==> config.mk <==
export PLATFORM = sky130hd
export DESIGN_NAME = key_debounce_event_fifo_core
export DESIGN_NICKNAME = d
export VERILOG_FILES = /design/src/rtl/kdef_pkg.sv /design/src/rtl/kdef_key.sv /design/src/rtl/kdef_ring.sv /design/src/rtl/key_debounce_event_fifo_core.sv
export VERILOG_INCLUDE_DIRS = /design/src /design/src/rtl
export SDC_FILE = /design/constraint.sdc
export NUM_CORES = 1
export LEC_CHECK = 0
export BUFFER_PORTS_ARGS = -buffer_cell sky130_fd_sc_hd__buf_4
export CAP_MARGIN = 0
export CORE_ASPECT_RATIO = 1.25
export CORE_UTILIZATION = 58
export DETAILED_ROUTE_END_ITERATION = 8
export PLACE_DENSITY = 0.78
export SETUP_SLACK_MARGIN = 0.05
export SLEW_MARGIN = 30
export SYNTH_ARGS = -nofsm -noshare
export SYNTH_HDL_FRONTEND = slang
export SYNTH_SLANG_ARGS = --single-unit
==> constraint.sdc <==
create_clock -name clk -period 7.3 [get_ports clk]
set_clock_uncertainty 0.2 [all_clocks]
set_input_delay 1.46 -clock clk [delete_from_list [all_inputs] [get_ports clk]]
set_output_delay 1.46 -clock clk [all_outputs]
set_load 0.005 [all_outputs]
==> src/rtl/key_debounce_event_fifo_core_defines.svh <==
// assertion macros shared by the key debounce event fifo rtl
`ifndef KEY_DEBOUNCE_EVENT_FIFO_CORE_DEFINES_SVH
`define KEY_DEBOUNCE_EVENT_FIFO_CORE_DEFINES_SVH

// same-cycle implication
`define KDEF_ASSERT_IMP(name, ck, rst_n, ante, cons) \
	name: assert property (@(posedge ck) disable iff (!rst_n) (ante) |-> (cons)) \
		else $error("kdef assertion failed");

// next-cycle implication
`define KDEF_ASSERT_NEXT(name, ck, rst_n, ante, cons) \
	name: assert property (@(posedge ck) disable iff (!rst_n) (ante) |=> (cons)) \
		else $error("kdef assertion failed");

`endif

==> src/rtl/kdef_pkg.sv <==
// types, constants and helpers for the key debounce event fifo
`timescale 1ns / 1ps

package kdef_pkg;

	localparam int unsigned NUM_KEYS_DEF   = 3;
	localparam int unsigned RING_DEPTH_DEF = 16;

	localparam int unsigned ACTION_W  = 2;
	localparam int unsigned RAW_W     = 3;
	localparam int unsigned CODE_W    = 4;
	localparam int unsigned HELD_W    = 3;
	localparam int unsigned FILTER_W  = 7;
	localparam int unsigned FCOUNT_W  = 8;
	localparam int unsigned LONG_W    = 16;
	localparam int unsigned REPEAT_W  = 8;
	localparam int unsigned CFG_IDX_W = 3;
	localparam int unsigned CFG_DATA_W = 16;
	localparam int unsigned S_TDATA_W = 8;
	localparam int unsigned M_TDATA_W = 8;

	localparam logic [FILTER_W-1:0] FILTER_TICKS_RST = 7'd5;
	localparam logic [FCOUNT_W-1:0] FILTER_COUNT_RST = FCOUNT_W'(FILTER_TICKS_RST / 2);
	localparam logic [LONG_W-1:0]   LONG_TICKS_RST   = 16'd100;
	localparam logic [REPEAT_W-1:0] REPEAT_TICKS_RST = 8'd0;

	// register indexes on the config channel
	localparam logic [CFG_IDX_W-1:0] CFG_IDX_FILTER      = 3'd0;
	localparam logic [CFG_IDX_W-1:0] CFG_IDX_LONG_BASE   = 3'd1;
	localparam logic [CFG_IDX_W-1:0] CFG_IDX_REPEAT_BASE = 3'd4;

	typedef enum logic [ACTION_W-1:0] {
		ACT_SCAN       = 2'd0,
		ACT_POP_MAIN   = 2'd1,
		ACT_POP_SECOND = 2'd2
	} action_t;

	typedef enum logic [1:0] {
		EV_DOWN = 2'd1,
		EV_UP   = 2'd2,
		EV_LONG = 2'd3
	} ev_kind_t;

	typedef struct packed {
		logic              vld;
		logic [CODE_W-1:0] code;
	} push_t;

	function automatic logic [CODE_W-1:0] ev_code(input int unsigned key, input ev_kind_t kind);
		return CODE_W'(3 * key + int'(kind));
	endfunction

endpackage

==> src/rtl/kdef_key.sv <==
// debounce, long-press and auto-repeat logic of one key
`timescale 1ns / 1ps

module kdef_key
	import kdef_pkg::*;
#(
	parameter int unsigned KEY_ID = 0
) (
	input  logic                clk,
	input  logic                arst_n,
	input  logic                en,
	input  logic                pressed,
	input  logic [FILTER_W-1:0] filter_ticks,
	input  logic [LONG_W-1:0]   long_ticks,
	input  logic [REPEAT_W-1:0] repeat_ticks,
	output push_t [1:0]         push,
	output logic                held_d
);

	logic [FCOUNT_W-1:0] fc_q, fc_d;
	logic                down_q, down_d;
	logic [LONG_W-1:0]   lc_q, lc_d, lc_inc;
	logic [REPEAT_W-1:0] rc_q, rc_d, rc_inc;
	logic [FCOUNT_W-1:0] ft_ext, top;

	always_ff @(posedge clk or negedge arst_n) begin
		if (!arst_n) begin
			fc_q   <= FILTER_COUNT_RST;
			down_q <= 1'b0;
			lc_q   <= '0;
			rc_q   <= '0;
		end else begin
			fc_q   <= fc_d;
			down_q <= down_d;
			lc_q   <= lc_d;
			rc_q   <= rc_d;
		end
	end

	always_comb begin
		ft_ext = {1'b0, filter_ticks};
		top    = {filter_ticks, 1'b0};
		lc_inc = lc_q + 16'd1;
		rc_inc = rc_q + 8'd1;
		fc_d   = fc_q;
		down_d = down_q;
		lc_d   = lc_q;
		rc_d   = rc_q;
		push   = '0;
		if (en) begin
			if (pressed) begin
				if (fc_q < ft_ext) begin
					fc_d = ft_ext;
				end else if (fc_q < top) begin
					fc_d = fc_q + 8'd1;
				end else begin
					if (!down_q) begin
						down_d       = 1'b1;
						push[0].vld  = 1'b1;
						push[0].code = ev_code(KEY_ID, EV_DOWN);
					end
					if (long_ticks != '0) begin
						if (lc_q < long_ticks) begin
							lc_d = lc_inc;
							if (lc_inc == long_ticks) begin
								push[1].vld  = 1'b1;
								push[1].code = ev_code(KEY_ID, EV_LONG);
							end
						end
					end else if (repeat_ticks != '0) begin
						if (rc_inc >= repeat_ticks) begin
							rc_d         = '0;
							push[1].vld  = 1'b1;
							push[1].code = ev_code(KEY_ID, EV_DOWN);
						end else begin
							rc_d = rc_inc;
						end
					end
				end
			end else begin
				if (fc_q > ft_ext) begin
					fc_d = ft_ext;
				end else if (fc_q != '0) begin
					fc_d = fc_q - 8'd1;
				end else if (down_q) begin
					down_d       = 1'b0;
					push[0].vld  = 1'b1;
					push[0].code = ev_code(KEY_ID, EV_UP);
				end
				lc_d = '0;
				rc_d = '0;
			end
		end
		held_d = down_d;
	end

endmodule

==> src/rtl/kdef_ring.sv <==
// event ring with multi-push write side and two independent readers
`timescale 1ns / 1ps
`include "key_debounce_event_fifo_core_defines.svh"

module kdef_ring
	import kdef_pkg::*;
#(
	parameter int unsigned RING_DEPTH = RING_DEPTH_DEF,
	parameter int unsigned NUM_PUSH   = 2 * NUM_KEYS_DEF
) (
	input  logic                clk,
	input  logic                arst_n,
	input  push_t [NUM_PUSH-1:0] push,
	input  logic                pop_main,
	input  logic                pop_second,
	output logic [CODE_W-1:0]   pop_code
);

	localparam int unsigned PTR_W = $clog2(RING_DEPTH);
	localparam logic [PTR_W-1:0] LAST = PTR_W'(RING_DEPTH - 1);

	logic [CODE_W-1:0] ring_q [RING_DEPTH];
	logic [PTR_W-1:0]  wp_q, rp_main_q, rp_second_q;
	logic [PTR_W-1:0]  wp_d, rp_sel, cur;
	logic [PTR_W-1:0]  addr [NUM_PUSH];
	logic              empty;

	function automatic logic [PTR_W-1:0] ptr_inc(input logic [PTR_W-1:0] p);
		return (p == LAST) ? '0 : p + 1'b1;
	endfunction

	// pushes land at consecutive slots in key order
	always_comb begin
		cur = wp_q;
		for (int j = 0; j < NUM_PUSH; j++) begin
			addr[j] = cur;
			if (push[j].vld)
				cur = ptr_inc(cur);
		end
		wp_d = cur;
	end

	always_comb begin
		rp_sel   = pop_second ? rp_second_q : rp_main_q;
		empty    = (rp_sel == wp_q);
		pop_code = empty ? '0 : ring_q[rp_sel];
	end

	// later pushes win where an overrun wraps onto an earlier one
	always_ff @(posedge clk) begin
		for (int j = 0; j < NUM_PUSH; j++) begin
			if (push[j].vld)
				ring_q[addr[j]] <= push[j].code;
		end
	end

	always_ff @(posedge clk or negedge arst_n) begin
		if (!arst_n) begin
			wp_q        <= '0;
			rp_main_q   <= '0;
			rp_second_q <= '0;
		end else begin
			wp_q <= wp_d;
			if (pop_main && !empty)
				rp_main_q <= ptr_inc(rp_main_q);
			if (pop_second && !empty)
				rp_second_q <= ptr_inc(rp_second_q);
		end
	end

	`KDEF_ASSERT_IMP(a_ptr_range, clk, arst_n, 1'b1, (wp_q <= LAST) && (rp_main_q <= LAST) && (rp_second_q <= LAST))

endmodule

==> src/rtl/key_debounce_event_fifo_core.sv <==
// top level of the key debounce event fifo
`timescale 1ns / 1ps
`include "key_debounce_event_fifo_core_defines.svh"

// usage
//  s_* stream: one transaction per action; scan ticks carry the raw key levels,
//   pops take the next code from the main or second reader
//  m_* stream: exactly one result per input transaction, in order: popped code
//   (0 when empty or on a scan tick) and the debounced held keys after the action
//  cfg_*: register writes by index, always ready; write only while idle
//  a transaction passes the input register, then the result register; one
//   transaction per cycle sustained while m_tready is high, all key updates and
//   up to two pushes per key done in the single stage between
//  a stalled m_tready holds the result; the input register still takes one
//   more transaction, after which s_tready drops until the result goes
//  reset clears held state, ring pointers and long/repeat counters, loads register
//   defaults; ring contents need no clearing as readers only see written slots

module key_debounce_event_fifo_core
	import kdef_pkg::*;
#(
	parameter int unsigned NUM_KEYS   = NUM_KEYS_DEF,
	parameter int unsigned RING_DEPTH = RING_DEPTH_DEF
) (
	input  logic                  clk,
	input  logic                  arst_n,
	input  logic                  s_tvalid,
	output logic                  s_tready,
	input  logic [S_TDATA_W-1:0]  s_tdata,   // action[1:0], raw_pressed[4:2], zero pad
	output logic                  m_tvalid,
	input  logic                  m_tready,
	output logic [M_TDATA_W-1:0]  m_tdata,   // key_code[3:0], held_keys[6:4], zero pad
	input  logic                  cfg_valid,
	output logic                  cfg_ready,
	input  logic [CFG_IDX_W-1:0]  cfg_index,
	input  logic [CFG_DATA_W-1:0] cfg_data
);

	localparam int unsigned NUM_PUSH = 2 * NUM_KEYS;

	logic                valid_s1;
	logic [ACTION_W-1:0] action_s1;
	logic [RAW_W-1:0]    raw_s1;
	logic                out_valid_q;
	logic [M_TDATA_W-1:0] out_data_q;
	logic                fire_s1, scan_en, pop_main, pop_second;

	logic [FILTER_W-1:0] filter_ticks_q;
	logic [LONG_W-1:0]   long_ticks_q   [NUM_KEYS];
	logic [REPEAT_W-1:0] repeat_ticks_q [NUM_KEYS];

	push_t [NUM_PUSH-1:0] push;
	logic [NUM_KEYS-1:0]  held_bits;
	logic [HELD_W-1:0]    held_keys;
	logic [CODE_W-1:0]    pop_code;
	logic [CODE_W-1:0]    code_out;

	assign cfg_ready = 1'b1;

	always_ff @(posedge clk or negedge arst_n) begin
		if (!arst_n) begin
			filter_ticks_q <= FILTER_TICKS_RST;
			for (int k = 0; k < NUM_KEYS; k++) begin
				long_ticks_q[k]   <= LONG_TICKS_RST;
				repeat_ticks_q[k] <= REPEAT_TICKS_RST;
			end
		end else if (cfg_valid) begin
			if (cfg_index == CFG_IDX_FILTER)
				filter_ticks_q <= cfg_data[FILTER_W-1:0];
			for (int k = 0; k < NUM_KEYS; k++) begin
				if (cfg_index == CFG_IDX_LONG_BASE + CFG_IDX_W'(k))
					long_ticks_q[k] <= cfg_data[LONG_W-1:0];
				if (cfg_index == CFG_IDX_REPEAT_BASE + CFG_IDX_W'(k))
					repeat_ticks_q[k] <= cfg_data[REPEAT_W-1:0];
			end
		end
	end

	// input register and result register
	assign fire_s1    = valid_s1 && (!out_valid_q || m_tready);
	assign s_tready   = !valid_s1 || fire_s1;
	assign scan_en    = fire_s1 && (action_s1 == ACT_SCAN);
	assign pop_main   = fire_s1 && (action_s1 == ACT_POP_MAIN);
	assign pop_second = fire_s1 && (action_s1 == ACT_POP_SECOND);

	// only pops report a code
	assign code_out = (pop_main || pop_second) ? pop_code : '0;

	always_ff @(posedge clk or negedge arst_n) begin
		if (!arst_n) begin
			valid_s1    <= 1'b0;
			out_valid_q <= 1'b0;
		end else begin
			if (s_tvalid && s_tready)
				valid_s1 <= 1'b1;
			else if (fire_s1)
				valid_s1 <= 1'b0;
			if (fire_s1)
				out_valid_q <= 1'b1;
			else if (m_tready)
				out_valid_q <= 1'b0;
		end
	end

	always_ff @(posedge clk) begin
		if (s_tvalid && s_tready) begin
			action_s1 <= s_tdata[ACTION_W-1:0];
			raw_s1    <= s_tdata[ACTION_W +: RAW_W];
		end
		if (fire_s1)
			out_data_q <= M_TDATA_W'({held_keys, code_out});
	end

	for (genvar k = 0; k < NUM_KEYS; k++) begin : g_key
		kdef_key #(
			.KEY_ID (k)
		) u_key (
			.clk          (clk),
			.arst_n       (arst_n),
			.en           (scan_en),
			.pressed      (raw_s1[k]),
			.filter_ticks (filter_ticks_q),
			.long_ticks   (long_ticks_q[k]),
			.repeat_ticks (repeat_ticks_q[k]),
			.push         (push[2*k +: 2]),
			.held_d       (held_bits[k])
		);
	end

	assign held_keys = HELD_W'(held_bits);

	kdef_ring #(
		.RING_DEPTH (RING_DEPTH),
		.NUM_PUSH   (NUM_PUSH)
	) u_ring (
		.clk        (clk),
		.arst_n     (arst_n),
		.push       (push),
		.pop_main   (pop_main),
		.pop_second (pop_second),
		.pop_code   (pop_code)
	);

	assign m_tvalid = out_valid_q;
	assign m_tdata  = out_data_q;

	`KDEF_ASSERT_NEXT(a_scan_no_code, clk, arst_n, scan_en, m_tdata[CODE_W-1:0] == '0)
	`KDEF_ASSERT_IMP(a_stall_only_full, clk, arst_n, !s_tready, valid_s1 && out_valid_q && !m_tready)
	`KDEF_ASSERT_NEXT(a_fire_gives_result, clk, arst_n, fire_s1, m_tvalid)

endmodule
==> metrics.txt <==
status finished clean; Power, Total 5.926 mW; PD cells 262.4 mW/mm²; total wire length 59800 µm; share of cells above drive strength 1 12.10%; hold depth 2; max cap viols 0; Finished Core Util 65.24%; TritonCTS Buffers 30; GRT Overall Usage roughly 34%; Yosys warning count 0; Congestion Overflow GR 0; Post-route DRC 0; Gate Count Post-Synth 2386; DR vias 18739; routed vias/inst roughly 6.4; #FFs+latches synth approximately 270; # port buffers 37; CP max FO 12; top-area cell type share of the netlist area 21.78%; DP Wirelength 45150 µm; CP most frequent cell ha_1; worst vdd ir 230.7 µV; Clock Latency Late Sink ~0.6 ns; Top FF cell, synth dfrtp_1; mean routed wirelength per cell 20.52 µm; post-synthesis sequential area ratio a little over a third; most common cell in the synthesized netlist nand2_1; Syn Std Cell Area just over 0.02 mm²; FMAX ~140 MHz; Max Slew Vio Count 0; Initial Util around three fifths; top routing layer in use met4; initial antenna violation count 0; Min Clock Period, post-route roughly 6.9 ns; Worst Reg-to-Reg Cells 28; CTS Sinks 268; Netlist cell types slightly above 100; Slew @ Worst Pin 0.9393 ns; IO Pins 43; endpoints failing setup 0; CP max stage delay 0.63 ns; Post-synth top cells nand2_1 (306), o21ai_0 (214), dfrtp_1 (178); fin crit share 94.69%; Core Area 0.03461 mm²; syn_area_per_cell 8.571 µm²; vias in the first global route around 18000; wire length on met3 approximately 3300 µm; final hold vios 0; Layout area overhead 10.42%; Detailed Route Iter0 Violations 1471; Crit-path slowest cell or4_1; worst hold path class reg -> reg; std cell rows 76; CTS tree built; gpl congestion between 1 and 1.5; met2 wire length 29630 µm; Synthesized Nets 2567; Post-synth EDFFs 76; RSZ-0062 raised after global routing no; Final Non-Filler Cells just under 3000; Pre-antenna DRT Iters 7; Total Nets Final 2603; pin count of the biggest net entering global routing 71; clock tree buffer depth 3; Crit. End Element flop; setup tns final 0 ns; CP delay by family, top simple AND/OR/NAND/NOR gates; crit path buf inv count 4; wire length on met1 23510 µm; H-tree depth reported by CTS 1; Die ar. around 0.036 mm²; Ant. Diodes 0; DP Cell Count approximately 2900; Root Driver clkbuf_16; chip width 169.9 µm; Static Leak between 9 and 10 nW; startpoint types flop; critical path depth 28; share of flip-flops with an asynchronous set or reset slightly above 70%; critical setup path kind reg -> reg; slew margin rel. 36.80%; first-pass GRT wire length 95690 µm; top cells by area, synth dfrtp_1 (22%), edfxtp_1 (11%), ha_1 (9.1%); Die Ht about 210 µm; Critical Path AT around 7 ns; clock slew at reported path FFs 0.06 ns; Worst Path Required 7.40 ns; fillers 2870; area leader, netlist dfrtp_1; hold_buf cts 0; ANT nets after route 0
flip-flops by register name (all words and copies together), names as in the netlist:
register and flops:
action_s1 2, filter_ticks_q 7, g_key.u_key.down_q 3, g_key.u_key.fc_q 24, g_key.u_key.lc_q 48, g_key.u_key.rc_q 24, long_ticks_q 48, m_tdata 7
m_tvalid 1, raw_s1 3, repeat_ticks_q 24, u_ring.ring_q 64, u_ring.rp_main_q 4, u_ring.rp_second_q 4, u_ring.wp_q 4, valid_s1 1
what timing repair did:
item                                    CTS  global route
resized for setup                         0             8
endpoints found under the hold margin     0             0
buffers inserted                          0             0
endpoints found under the setup margin    0            88
area by class of cell:
cell class	instances	area (µm²)	area share [%]
sequential	268	7106	31.47
tap	468	585.6	2.593
timing repair buffer	115	873.3	3.868
clock buffer	35	779.5	3.452
multi-input combinational	1892	12560	55.64
clock inverter	21	241.5	1.069
inverter	115	431.7	1.912
per-layer routing:
metal / up-vias / GRT usage [%]
li1: 8869 / -
met1: 9045 / 39.95
met2: 632 / 58.72
met3: 193 / 4.356
met4: 0 / 19.82
met5: - / 0
cell families (layout without fill, tap and decap cells):
kind of cell / after synthesis / count (layout) / share of synthesized area [%]
other cells: 2 / 2 / 0.03672
mux: 102 / 102 / 5.317
compound gates: 649 / 649 / 20.90
simple gates: 903 / 903 / 21.66
buf+inv: 226 / 286 / 4.356
flops: 268 / 268 / 34.74
fa+ha+maj: 149 / 149 / 9.117
xor+xnor: 87 / 87 / 3.873
power breakdown:
| part | internal [mW] | total, mW | switching (mW) | leakage (nW) |
|---|---|---|---|---|
| sequential | 1.78 | 2.15 | 0.365 | 3.09 |
| clock | 0.912 | 1.58 | 0.669 | 0.496 |
| combinational | 0.916 | 2.20 | 1.28 | 5.98 |
| total | 3.61 | 5.93 | 2.31 | 9.57 |
per-stage QoR:
stage | setup slack [ns] | hold WS, ns | area, µm²
2_1_floorplan | 0.05082 | 0.2586 | 20500
3_3_place_gp | 0.05777 | 0.2713 | 21520
3_5_place_dp | -0.07402 | 0.2756 | 21520
4_1_cts | 0.2617 | 0.2897 | 22540
5_1_grt | 0.06890 | 0.3145 | 22580
6_report | 0.3878 | 0.2870 | 22580
worst min-delay path, delay by kind of cell, from the launching register on:
family / cells / cell delay [ns]
AND/OR/NAND/NOR: 2 / 0.10
flip-flops: 1 / 0.35
layout by cell type, fill, tap and decap left out, drive strengths merged, types with 34 or more instances in the layout:
cell type	count
inv	116
nor2	165
buf	114
a211oi	45
nand2	306
dfrtp	178
nor3	100
nand4	47
clkbuf	36
nand3	80
a21o	43
ha	149
o21ai	225
a21oi	96
edfxtp	76
mux2i	52
xnor2	53
xor2	34
mux2	50
worst paths after layout:
check / endpoint / slack [ns] / start
max in group asynchronous: filter_ticks_q[5] / 4.87 / arst_n
min in group asynchronous: g_key[2].u_key.fc_q[3] / 0.65 / arst_n
max reg2reg: u_ring.ring_q[15][3] / 0.39 / filter_ticks_q[2]
min reg2reg: g_key[2].u_key.rc_q[7] / 0.29 / g_key[2].u_key.rc_q[7]
max: u_ring.ring_q[15][3] / 0.39 / filter_ticks_q[2]
min: g_key[2].u_key.rc_q[7] / 0.29 / g_key[2].u_key.rc_q[7]
Power figures use the tool's default switching activity.
